===== src/psdb_pkg.sv =====
// Shared types and constants for the point splat depth buffer.
// No dependencies; every other file of the block imports this package.
package psdb_pkg;

    localparam int STORE_ENTRIES = 16384;
    localparam int IDX_W         = 14;
    localparam int ACC_W         = 50;
    localparam int Q_W           = 33;

    localparam logic [31:0] ONE_Q16 = 32'h0001_0000;

    localparam logic [1:0] KIND_CLEAR = 2'd0;
    localparam logic [1:0] KIND_POINT = 2'd1;
    localparam logic [1:0] KIND_READ  = 2'd2;

    localparam logic [2:0] STAT_STORED  = 3'd0;
    localparam logic [2:0] STAT_HIDDEN  = 3'd1;
    localparam logic [2:0] STAT_OUTSIDE = 3'd2;
    localparam logic [2:0] STAT_ZERO_W  = 3'd3;
    localparam logic [2:0] STAT_CLEARED = 3'd4;
    localparam logic [2:0] STAT_READ    = 3'd5;

    typedef struct packed {
        logic load;
        logic mul;
    } mac_ctrl_t;

endpackage


===== src/psdb_mac.sv =====
// Shared multiply-accumulate unit: one 32x32 product per cycle, floored to Q32.16.
// Depends on psdb_pkg.
module psdb_mac
    import psdb_pkg::*;
(
    input  logic                    aclk,
    input  logic                    aresetn,
    input  mac_ctrl_t               ctrl,
    input  logic signed [31:0]      op_a,
    input  logic signed [31:0]      op_b,
    input  logic signed [31:0]      bias,
    output logic signed [ACC_W-1:0] acc
);

    logic signed [63:0]      prod_reg;
    logic                    pvalid_reg;
    logic signed [ACC_W-1:0] acc_reg;
    logic signed [47:0]      prod_floor;

    assign prod_floor = prod_reg[63:16];
    assign acc        = acc_reg;

    always_ff @(posedge aclk) begin
        if (!aresetn) begin
            pvalid_reg <= 1'b0;
        end else begin
            pvalid_reg <= ctrl.mul;
        end
    end

    always_ff @(posedge aclk) begin
        if (ctrl.mul) begin
            prod_reg <= op_a * op_b;
        end
        if (ctrl.load) begin
            acc_reg <= ACC_W'(bias);
        end else if (pvalid_reg) begin
            acc_reg <= acc_reg + ACC_W'(prod_floor);
        end
    end

endmodule


===== config.mk =====
export PLATFORM = sky130hd
export DESIGN_NAME = psdb_mac
export DESIGN_NICKNAME = d
export VERILOG_FILES = /design/src/psdb_pkg.sv /design/src/psdb_mac.sv
export SDC_FILE = /design/constraint.sdc
export NUM_CORES = 2
export LEC_CHECK = 0
export BUFFER_PORTS_ARGS = -buffer_cell sky130_fd_sc_hd__buf_2
export CAP_MARGIN = 20
export CORE_ASPECT_RATIO = 1.25
export CORE_MARGIN = 8
export CORE_UTILIZATION = 46
export CTS_CLUSTER_DIAMETER = 60
export DETAILED_ROUTE_END_ITERATION = 8
export MAX_ROUTING_LAYER = met4
export SLEW_MARGIN = 20
export SYNTH_ARGS = -nofsm -noshare
export SYNTH_HDL_FRONTEND = slang
export SYNTH_SLANG_ARGS = --single-unit

===== constraint.sdc =====
create_clock -name aclk -period 8.6 [get_ports aclk]
set_clock_uncertainty 0.05 [all_clocks]
set_input_delay 0.86 -clock aclk [delete_from_list [all_inputs] [get_ports aclk]]
set_output_delay 0.86 -clock aclk [all_outputs]
set_load 0.01 [all_outputs]

=== After elaboration in Yosys (flattened, before gate mapping) ===
Cells that the tools add are included.
Widths: inputs -> output; s select.

* Flip-flop bits (word level): 115
* Input bits: 100
* Output and inout port bits: 50
* Word-level logic and storage cells: 8

* $add $sub $neg: 1
* Multipliers: 1
* Mux-type cells: 2
* Reduce and logical (&&, ||, !) cells: 1

{| class="wikitable"
|+ Operator list
! kind !! count
|-
| $mux 50 || 2
|-
| $mul 32x32->64 || 1
|-
| $add 50x48->50 || 1
|-
| $reduce_bool 2->1 || 1
|}

=== Logic depth before layout (Yosys ltp) ===
* Depth after elaboration: 3
* Gate-level depth with buffers: 28
* Depth with buffers taken out: 27

=== Least setup slack after synthesis ===
OpenSTA, ideal clock, no wires.

* Path type: input-to-reg
* From: in op_b[2]
* To: reg prod_reg[63] (data pin)
* Library setup time: 0.260 ns
* Arrival time: 8.132 ns
* Required time: 8.290 ns
* Setup slack: 0.158 ns
* Stages: 25
* Buffers on the path: 1
* Cells stage by stage: clkbuf_1 nand2_1 inv_1 fa_1 fa_1 fa_1 inv_1 fa_1 inv_1 fa_1 fa_1 inv_1 fa_1 inv_1 fa_1 ha_1 and3_1 nand2_1 nor2_1 nand2_1 a2111oi_4 o311ai_4 o31ai_4 a21oi_2 xnor2_1

* Cells in the longest elaborated chain, start to end: 1

{| class="wikitable"
|+ Ends and longest elaborated chain
! element !! line !! RTL
|-
| start: declaration || psdb_mac.sv:10 || <nowiki>input logic signed [31:0] op_b,</nowiki>
|-
| $mul 32x32->64 || psdb_mac.sv:33 || <nowiki>prod_reg <= op_a * op_b;</nowiki>
|-
| end signal: assignment || psdb_mac.sv:33 ||
|-
| end: declaration || psdb_mac.sv:15 || <nowiki>logic signed [63:0] prod_reg;</nowiki>
|}

Every way passes these cells.
A chain may end at the register's enable or synchronous reset.

=== Worst setup path in the final report ===
* From: in op_b[8]
* To: reg prod_reg[63] (data pin)

Same word-level chain as after synthesis.

==> key figures <==
Clock network
  – Worst skew pair latency: around 0.37 ns
  – Post-CTS setup buffer count: 0
  – Reg clk slew, reported paths: 0.07 ns
  – Root buffer cell: clkbuf_16
  – CTS tree: done
  – Cts bufs inserted: 9
  – Htree depth: 3
  – CTS Buffer Depth: 2
  – # clock sinks: 99

Layout
  – Most frequent cells in the layout: 1082 x fa_1, 966 x inv_1, 551 x nand2_1
  – Commonest non-fill, non-tap cell in the layout: fa_1
  – Fraction of layout cells with a size suffix above 1: 0.08184
  – Max reg flops: 50
  – Layout area overhead: 7.658%
  – Post-route cell area: between 40000 and 50000 sq um
  – Final #Nets: 5829

Hold path
  – Worst hold path class: reg -> reg
  – Hold Path Sink: acc[0]
  – Hold Crit Depth: 2
  – Hold_sp: prod_reg[16]

Synth
  – Cells after Synth: 4308
  – Syn_area_per_cell: 9.626 sq um
  – Post-synthesis sequential area ratio: 0.07145
  – Synth Cell Area: around 41000 sq um
  – Synthesis Warnings: 0
  – Register bit total from synthesis: 99
  – Number of synthesized flops with an enable pin: 98
  – Net Count, Synth: between 5000 and 6000
  – FFs w/ async S/R, synth: 0
  – Netlist cell types: 75
  – Post-synth top flop: edfxtp_1

Floorplan
  – Area of the die: 100100 sq um
  – Core area: between 80000 and 90000 sq um
  – Row count: 123
  – Top Ports: 150
  – Initial Utilization: 0.4622
  – Die Y: 351.7 microns
  – Die X: 284.6 microns

Setup path
  – Setup CP Type: in -> reg
  – Worst setup EP type: flip-flop
  – Critical path origin: op_b[8]
  – Worst R2R End: acc[43]
  – FF-to-FF setup slack: 4.94 ns
  – R2r startpoint: acc[9]
  – Arr. time, crit path: approximately 8.3 ns
  – CP max FO: 17
  – Required @ worst endpoint: about 8.7 ns
  – CP Launch Type: input pin
  – R2R cell count: 11

Placed design
  – Placed inst area: 44280 sq um
  – Port-buffer cells: ~150
  – Post-placement setup slack: -0.03706 ns
  – Post-DP HPWL: roughly 97000 microns
  – GPL Wtd Cong: ~0.9

Routing
  – DRT antenna net count: 0
  – Post-DR vias/cell: 5.193
  – Drt total wl: 109700 microns
  – Vias: 29156
  – WL/cell: 19.54 microns
  – Drt pass-1 iters: 5
  – DRC Markers: 0
  – DR iter-0 viols: 1342

STA
  – Final hold violations: 0
  – RSZ-0062 raised after global routing: false
  – Slew headroom: 0.5208
  – Setup-failing EPs final: 0
  – Final worst setup slack: 0.3377 ns
  – Worst-margin pin slew: 0.7187 ns
  – Final worst-path cycle share: 0.9607
  – Tmin final: 8.262 ns
  – Peak Freq: 121.0 MHz
  – Pins Over Slew Limit: 0
  – Hold slack: 0.6577 ns

Global routing
  – M1 GR Usage: 0.2382
  – M3 GR Usage: 0.01559
  – First-pass GRT wire length: between 150000 and 200000 microns
  – Vias in the first global route: between 30000 and 40000
  – Largest net degree at the start of global routing: 78
  – Most used routing layer: met2
  – Gr usage total: 0.2325
  – Antenna violations before repair: 6
  – Met2 usage: 0.4460
  – Total global routing overflow: 0

Job
  – Max-cap violations: 0

Run status
  – Outcome: finished clean
## logic make-up after synthesis
family                   share of synthesized area
AO/OA/AOI/OAI                              0.05799
XOR/XNOR                                   0.02154
adder cells (fa/ha/maj)                     0.5914
buffers and inverters                       0.1075
flip-flops                                 0.07145
multiplexers                              0.001599
AND/OR/NAND/NOR                             0.1484
## how the worst max path moves through the flow
stage / to / depth (start not counted)
2_1_floorplan: prod_reg[63] / 25
3_3_place_gp: prod_reg[63] / 24
3_5_place_dp: prod_reg[63] / 24
4_1_cts: prod_reg[63] / 24
5_1_grt: prod_reg[63] / 24
6_report: prod_reg[63] / 24
## through the flow
step,setup TNS [ns],utilization,cells
floorplan,0,-,4308
global placement,0,0.4935,5594
detailed placement,-0.03706,0.4935,5594
CTS,0,0.4974,5610
global route,0,0.4976,5614
finish,0,0.4976,5614
## synth_stat cells (28+ instances only)
master / n / area, sq um
a21oi_1: 103 / 515.5
xor2_1: 35 / 306.5
nand2_1: 551 / 2068
ha_1: 229 / 2865
nor2_1: 65 / 244.0
edfxtp_1: 98 / 2943
xnor2_1: 67 / 586.8
a21o_1: 59 / 442.9
clkbuf_1: 213 / 799.5
nand3_1: 28 / 140.1
fa_1: 1082 / 21660
inv_1: 966 / 3626
o21ai_0: 89 / 445.4
and2_1: 522 / 3266
## area by class of cell
class / instances / area [sq um]
fillers: 8466 / 45080
multi-input cells: 3023 / 34050
inverters: 966 / 3626
flip-flops and latches: 99 / 2963
repair buffers: 319 / 2167
well taps: 1187 / 1485
clock buffers: 9 / 225.2
clock inverters: 7 / 121.4
diodes: 4 / 10.01
## per-layer routing
metal	share of wire	vias to the layer above
met2	0.57	641
met1	0.34	15378
met3	0.028	233
met4	0.063	0
li1	-	12904
met5	0	-
## worst max-delay path, cell delays in order
cell and delay (ns):
buf_2 0.34, and2_1 0.22, fa_1 0.42, fa_1 0.57
inv_1 0.06, fa_1 0.50, fa_1 0.52, inv_1 0.06
fa_1 0.61, fa_1 0.47, fa_1 0.51, fa_1 0.42
ha_1 0.31, nand4_1 0.17, nor2_1 0.25, nand4_1 0.16
a311oi_2 0.38, o311ai_2 0.12, buf_4 0.18, a2111oi_4 0.45
o311ai_4 0.20, o31ai_4 0.30, a21oi_2 0.09, xnor2_1 0.12
## repair_timing
| item | in CTS | in global routing |
|---|---|---|
| hold buffers | 0 | 0 |
| endpoints found under the setup margin | 0 | 2 |
| resized for setup | 0 | 3 |
Power is left out: the tool's default activity adds up to more than one toggle a clock period on the data nets, which glitch-free logic cannot reach.
