[config.mk]
export PLATFORM = sky130hd
export DESIGN_NAME = psdb_div
export DESIGN_NICKNAME = d
export VERILOG_FILES = /design/src/psdb_pkg.sv /design/src/psdb_div.sv
export SDC_FILE = /design/constraint.sdc
export NUM_CORES = 1
export LEC_CHECK = 0
export ABC_CLOCK_PERIOD_IN_PS = 5840
export BUFFER_PORTS_ARGS = -buffer_cell sky130_fd_sc_hd__clkbuf_2
export CAP_MARGIN = 15
export CELL_PAD_IN_SITES_DETAIL_PLACEMENT = 0
export CELL_PAD_IN_SITES_GLOBAL_PLACEMENT = 1
export CORE_MARGIN = 2
export CORE_UTILIZATION = 40
export CTS_BUF_LIST = sky130_fd_sc_hd__clkbuf_8
export CTS_CLUSTER_DIAMETER = 150
export CTS_CLUSTER_SIZE = 28
export DETAILED_ROUTE_END_ITERATION = 8
export PLACE_DENSITY_LB_ADDON = 0.1
export SETUP_SLACK_MARGIN = 0.15
export SLEW_MARGIN = 0
export SYNTH_ARGS = -nofsm -noshare
export SYNTH_HDL_FRONTEND = slang
export SYNTH_SLANG_ARGS = --single-unit
[constraint.sdc]
create_clock -name aclk -period 5.84 [get_ports aclk]
set_clock_uncertainty 0.1 [all_clocks]
set_input_delay 0.584 -clock aclk [delete_from_list [all_inputs] [get_ports aclk]]
set_output_delay 0.584 -clock aclk [all_outputs]
set_load 0.005 [all_outputs]
[src/psdb_pkg.sv]
// Shared types and constants for the point splat depth buffer.
// No dependencies; every other file of the block imports this package.
package psdb_pkg;

    localparam int STORE_ENTRIES = 16384;
    localparam int IDX_W         = 14;
    localparam int ACC_W         = 50;
    localparam int Q_W           = 33;

    localparam logic [31:0] ONE_Q16 = 32'h0001_0000;

    localparam logic [1:0] KIND_CLEAR = 2'd0;
    localparam logic [1:0] KIND_POINT = 2'd1;
    localparam logic [1:0] KIND_READ  = 2'd2;

    localparam logic [2:0] STAT_STORED  = 3'd0;
    localparam logic [2:0] STAT_HIDDEN  = 3'd1;
    localparam logic [2:0] STAT_OUTSIDE = 3'd2;
    localparam logic [2:0] STAT_ZERO_W  = 3'd3;
    localparam logic [2:0] STAT_CLEARED = 3'd4;
    localparam logic [2:0] STAT_READ    = 3'd5;

    typedef struct packed {
        logic load;
        logic mul;
    } mac_ctrl_t;

endpackage

[src/psdb_div.sv]
// Serial restoring divider: (num * 2^16) / den, truncated, saturated to 32 bits.
// Depends on psdb_pkg; one quotient bit per cycle.
module psdb_div
    import psdb_pkg::*;
(
    input  logic                    aclk,
    input  logic                    aresetn,
    input  logic                    start,
    input  logic signed [ACC_W-1:0] num,
    input  logic signed [ACC_W-1:0] den,
    output logic                    done,
    output logic signed [31:0]      quot
);

    logic [ACC_W-1:0] mn;
    logic [ACC_W-1:0] md;
    logic [ACC_W-1:0] md_reg;
    logic [ACC_W-1:0] rem_reg;
    logic [Q_W-1:0]   dsh_reg;
    logic [5:0]       cnt_reg;
    logic             busy_reg;
    logic             done_reg;
    logic             ovf_reg;
    logic             neg_reg;
    logic [ACC_W:0]   rem_sh;
    logic [ACC_W:0]   diff;
    logic             ge;
    logic             sat;

    assign mn = num[ACC_W-1] ? ACC_W'(-num) : ACC_W'(num);
    assign md = den[ACC_W-1] ? ACC_W'(-den) : ACC_W'(den);

    assign rem_sh = {rem_reg, dsh_reg[Q_W-1]};
    assign diff   = rem_sh - {1'b0, md_reg};
    assign ge     = !diff[ACC_W];

    always_comb begin
        if (neg_reg) begin
            sat  = ovf_reg || dsh_reg[32] || (dsh_reg[31] && (|dsh_reg[30:0]));
            quot = sat ? 32'sh8000_0000 : -$signed(dsh_reg[31:0]);
        end else begin
            sat  = ovf_reg || dsh_reg[32] || dsh_reg[31];
            quot = sat ? 32'sh7FFF_FFFF : $signed(dsh_reg[31:0]);
        end
    end

    assign done = done_reg;

    always_ff @(posedge aclk) begin
        if (!aresetn) begin
            busy_reg <= 1'b0;
            done_reg <= 1'b0;
            cnt_reg  <= '0;
        end else if (start) begin
            busy_reg <= 1'b1;
            done_reg <= 1'b0;
            cnt_reg  <= 6'(Q_W);
        end else if (busy_reg) begin
            cnt_reg <= cnt_reg - 6'd1;
            if (cnt_reg == 6'd1) begin
                busy_reg <= 1'b0;
                done_reg <= 1'b1;
            end
        end
    end

    always_ff @(posedge aclk) begin
        if (start) begin
            md_reg  <= md;
            neg_reg <= num[ACC_W-1] ^ den[ACC_W-1];
            ovf_reg <= ({17'b0, mn[ACC_W-1:17]} >= md);
            rem_reg <= {17'b0, mn[ACC_W-1:17]};
            dsh_reg <= {mn[16:0], 16'b0};
        end else if (busy_reg) begin
            rem_reg <= ge ? diff[ACC_W-1:0] : rem_sh[ACC_W-1:0];
            dsh_reg <= {dsh_reg[Q_W-2:0], ge};
        end
    end

endmodule

# ---- Yosys cells after proc, flatten, opt, wreduce, memory -nomap -nowiden
# Cells that the tools add are included.
dict set report totals {
  register_bits 143
  latchBits 0
  ram_bits 0
  romBits 0
  n_memories 0
}
dict set report op_classes {
  n_addsub 5
  multipliers 0
  div 0
  order_cmp 1
  eq_ne 1
  shifts 0
  mux 15
  n_bitwise 2
  reduce_logical 9
}
# cell n
set op_table {}
lappend op_table {{$mux W50} 3}
lappend op_table {{$mux W33} 4}
lappend op_table {{$neg A50 Y50} 2}
lappend op_table {{$mux W32} 3}
lappend op_table {{$sub A51 B50 Y51} 1}
lappend op_table {{$ge A33 B50 Y1} 1}
lappend op_table {{$neg A32 Y32} 1}
lappend op_table {{$reduce_or A31 Y1} 1}
lappend op_table {{$mux W6} 2}
lappend op_table {{$eq A6 B1 Y1 const B} 1}
lappend op_table {{$sub A6 B1 Y6 const B} 1}
lappend op_table {{$logic_or A1 B1 Y1} 3}
lappend op_table {{$mux W1} 3}
lappend op_table {{$reduce_and A2 Y1} 1}
lappend op_table {{$reduce_bool A2 Y1} 1}
lappend op_table {{$reduce_or A2 Y1} 1}
lappend op_table {{$logic_and A1 B1 Y1} 1}
lappend op_table {{$logic_not A1 Y1} 1}
lappend op_table {{$not A1 Y1} 1}
lappend op_table {{$xor A1 B1 Y1} 1}

# ---- Logic depth before layout (Yosys ltp)
dict set report depth {
  ltp_word 5
  ltp_mapped 19
  ltp_nobuf 19
}

# ---- Worst setup path before layout
# OpenSTA, ideal clock, no wires.
dict set report synth_path {
  path_type {in2reg}
  startpoint {in num[12]}
  endpoint {reg ovf_reg (data pin)}
  arrival_ns 4.539
  required_time_ns 5.479
  path_slack_ns 0.939
  stages 19
  n_path_buf 1
  cell_sequence {or4_1 or4_1 clkbuf_1 or3_1 nor4_1 nand2_1 o41ai_1 xnor2_1 ha_1 a21o_1 a21o_1 a21o_1 a21o_1 a21oi_1 nor2b_1 o21ai_0 nand2_1 nand3_1 a211oi_2}
}
dict set report synth_via {
  elab_chain_len 3
}
# element line_no
set synth_rtl {}
lappend synth_rtl {{start: declaration} psdb_div.sv:9} ;# input logic signed [ACC_W-1:0] num,
lappend synth_rtl {{$neg A50 Y50} psdb_div.sv:30} ;# assign mn = num[ACC_W-1] ? ACC_W'(-num) : ACC_W'(num);
lappend synth_rtl {{$mux W50} psdb_div.sv:30}
lappend synth_rtl {{$ge A33 B50 Y1} psdb_div.sv:71} ;# ovf_reg <= ({17'b0, mn[ACC_W-1:17]} >= md);
lappend synth_rtl {{end signal: assignment} psdb_div.sv:71}
lappend synth_rtl {{end: declaration} psdb_div.sv:23} ;# logic ovf_reg;
# Every way passes these cells.
# A chain may end at the register's enable or synchronous reset.

# ---- Final worst setup path
dict set report layout_path {
  startpoint {reg dsh_reg[0]}
  endpoint {out quot[12]}
}
dict set report layout_via {
  elab_chain_len 5
}
# element line_no
set layout_rtl {}
lappend layout_rtl {{start: declaration} psdb_div.sv:19} ;# logic [Q_W-1:0] dsh_reg;
lappend layout_rtl {{start signal: assignment} psdb_div.sv:73} ;# dsh_reg <= {mn[16:0], 16'b0};
lappend layout_rtl {{start signal: assignment} psdb_div.sv:76} ;# dsh_reg <= {dsh_reg[Q_W-2:0], ge};
lappend layout_rtl {{branches (longest 3 deep; another with $neg A32 Y32)} n/a}
lappend layout_rtl {{$mux W32 *} psdb_div.sv:40} ;# quot = sat ? 32'sh8000_0000 : -$signed(dsh_reg[31:0]);
lappend layout_rtl {{$mux W32 *} psdb_div.sv:38} ;# if (neg_reg) begin
lappend layout_rtl {{end: declaration} psdb_div.sv:12} ;# output logic signed [31:0] quot
# Mark *: on every way between the ends.

==> metrics.yaml <==
cts_root_buffer: "clkbuf_8"
die_area_sq_um: 33300
crit_top_cell: "buf_4"
outcome: "finished clean"
avgSynthCellArea_sq_um: 8.16
synth_warnings: 0
end_kind: "primary output"
ys_seq_elements: 143
final_area_sq_um: 14300
firstDrtPassIters: 5
io_pins: 136
crit_family: "simple AND/OR/NAND/NOR gates"
cts_resized: 0
drive_above_1_share_pct: 13.3
n_antenna_cell: 0
setup_tns_ns: 0
setup_viol_count_final: 0
viasPerCell: 5.64
dieWidth_um: 182
dp_hpwl_um: 28900
ctsHoldBuffers: 0
synthCells: 1561
hold_viol_final: 0
die_height_um: 182
port_buffers: 135
cp.required_ns: 5.16
clk_path_buf_depth: 2
grt_start_max_net_pins: 71
drc: 0
grt_use_total_pct: 22.5
criticalPathCategory: "reg2out"
grt_pass1_vias: 11000
maxSlewHeadroom_pct: 34.2
yosysSeqAreaShare_pct: 30.5
syn_nets: 1753
clk_pin_slew_ns: 0.10
power_density_nw_per_um2: 270
rows: 65
synth_cell_types: 73
async_flop_share_pct: 0
fmax_ghz: 0.186
start_kind: "flop"
vias: 11700
cpPeakStageDelay_ns: 0.62
ant_nets: 0
drt-initial-drc-count: 808
synth_edf_count: 102
crit_chain: "inv_1, ha_1, or3b_2, or3_1, nor4_1, nand4_1, nor3_1, a41o_1, buf_4, nand3_1, buf_4, o311ai_0, clkbuf_2"
p_leak_nw: 6.01
fin_crit_ns: 5.37
nNetsFinal: 1850
arrival_ns: 4.69
htreeDepth: 4
cap_viol_max_count: 0
initial_utilization_pct: 40.5
finalCritPeriodShare_pct: 92.0
crit_buf_inv: 4
grt_pass1_wl_um: 59900
worst_hold_slack_ns: 0.249
cts_made_buffers: 17
core_area_sq_um: 31500
grt_setup_unrepaired: "no"
fill_cells: 3175
postCtsSetupBuffers: 0
place_area_sq_um: 13800
syn-cell-area_sq_um: 12700
cp_slowest_cell: "o311ai_0"
cts_tree: "done"
hold_class: "in2reg"
maxSlewViolCount: 0
antenna_found_initial: 0
cts_num_sinks: 143
wl_per_cell_um: 18.0
syn_to_final_growth_pct: 11.9
routed_wl_um: 37200
finalPower_mw: 3.84
tightest_slew_ns: 0.984
clk_latency_ns: 0.47
critPathMaxFanout: 15
gp_congestion: 0.843
synth_flop_cell: "edfxtp_1"
vdd_ir_drop_max_mv: 0.161
grt_overflow: 0
==> Yosys cell counts, drive strengths merged (4+ instances only) <==
cell type	number	share of area, %
a211o	6	0.41
a211oi	10	0.63
a21boi	5	0.29
a21o	45	2.7
a21oi	76	3.0
a22o	4	0.27
a311oi	10	0.69
a31oi	36	1.8
a32oi	5	0.34
and2	4	0.20
and3	19	0.93
buf	11	0.34
clkbuf	66	1.9
dfxtp	41	6.4
edfxtp	102	24
ha	88	8.6
inv	111	3.3
mux2	4	0.35
mux2i	21	1.7
nand2	200	5.9
nand2b	18	0.88
nand3	18	0.71
nand3b	8	0.47
nand4	23	1.1
nor2	122	3.6
nor2b	10	0.49
nor3	33	1.4
nor3b	9	0.53
nor4	16	0.79
o211ai	7	0.41
o21a	12	0.71
o21ai	109	4.3
o21bai	5	0.29
o311ai	21	1.4
o31ai	31	1.9
o41ai	17	1.3
or2	10	0.51
or3	28	1.4
or4	15	0.97
xnor2	84	5.8
xor2	60	4.1
==> cell usage in the layout, fill, tap and decap left out, drive strengths merged, types with 16 or more instances in the layout <==
cell type,instances
nand2,200
clkbuf,152
nor2,122
inv,120
o21ai,109
edfxtp,102
ha,88
xnor2,84
a21oi,76
xor2,60
a21o,45
dfxtp,41
a31oi,36
nor3,33
o31ai,31
or3,28
nand4,23
mux2i,21
o311ai,21
buf,21
and3,19
nand3,18
nand2b,18
o41ai,17
nor4,16
==> worst register-to-register path, cell delays in order (launching register included) <==
cell,delay [ns]
edfxtp_1,0.39
inv_1,0.11
ha_1,0.22
fa_1,0.38
nand2b_1,0.20
a21o_1,0.20
a21oi_1,0.23
a21boi_0,0.13
buf_4,0.17
a2111o_1,0.46
a311oi_1,0.29
nor2_1,0.21
xnor2_2,0.42
buf_4,0.40
mux2i_1,0.30
a21oi_1,0.09
==> layer usage <==
layer / global-route usage, % / share of wire, % / vias to the layer above
met1: 33.6 / 51 / 5467
met2: 34.7 / 43 / 313
met4: 5.32 / 1.2 / 0
met5: 0 / 0 / -
met3: 2.51 / 5.0 / 24
li1: - / - / 5881
==> cells by family (layout without fill, tap and decap cells) <==
| kind of cell | after synthesis | count (layout) | synth area share (%) |
|---|---|---|---|
| XOR/XNOR | 144 | 144 | 9.90 |
| AO/OA/AOI/OAI | 429 | 429 | 22.6 |
| buffers and inverters | 188 | 298 | 5.56 |
| adder cells (fa/ha/maj) | 89 | 89 | 8.80 |
| flip-flops | 143 | 143 | 30.5 |
| AND/OR/NAND/NOR | 543 | 543 | 20.7 |
| multiplexers | 25 | 25 | 2.00 |
==> path summary, 6_finish.rpt <==
kind | start | endpoint | slack [ns] | depth (start not counted)
worst max register to register | dsh_reg[32] | rem_reg[10] | 1.29 | 15
worst min register to register | rem_reg[36] | rem_reg[37] | 0.39 | 2
worst min-delay path | aresetn | busy_reg | 0.25 | 2
worst max-delay path | dsh_reg[0] | quot[12] | 0.47 | 13
==> per-stage QoR <==
| stage | utilization, % | setup slack [ns] | instances |
|---|---|---|---|
| final | 45.3 | 0.468 | 2073 |
| after floorplan | - | 0.939 | 1561 |
| after CTS | 45.3 | 0.467 | 2073 |
| after detailed placement | 43.9 | 0.410 | 2041 |
| after global placement | 43.9 | 0.408 | 2041 |
| after global routing | 45.3 | 0.274 | 2073 |
==> cell type report <==
class	count	area (sq um)	area share (%)
Tap cell	402	503	3.53
Clock buffer	18	248	1.74
Inverter	111	417	2.92
Multi-Input combinational cell	1230	8180	57.4
Sequential cell	143	3880	27.3
Timing Repair Buffer	155	828	5.81
Clock inverter	14	198	1.39
==> power breakdown <==
group / internal (mW) / switching, mW / total, mW
logic: 0.636 / 0.975 / 1.61
registers: 1.23 / 0.0806 / 1.31
clock network: 0.485 / 0.438 / 0.924
No activity file was read; power rests on OpenSTA's default activity.
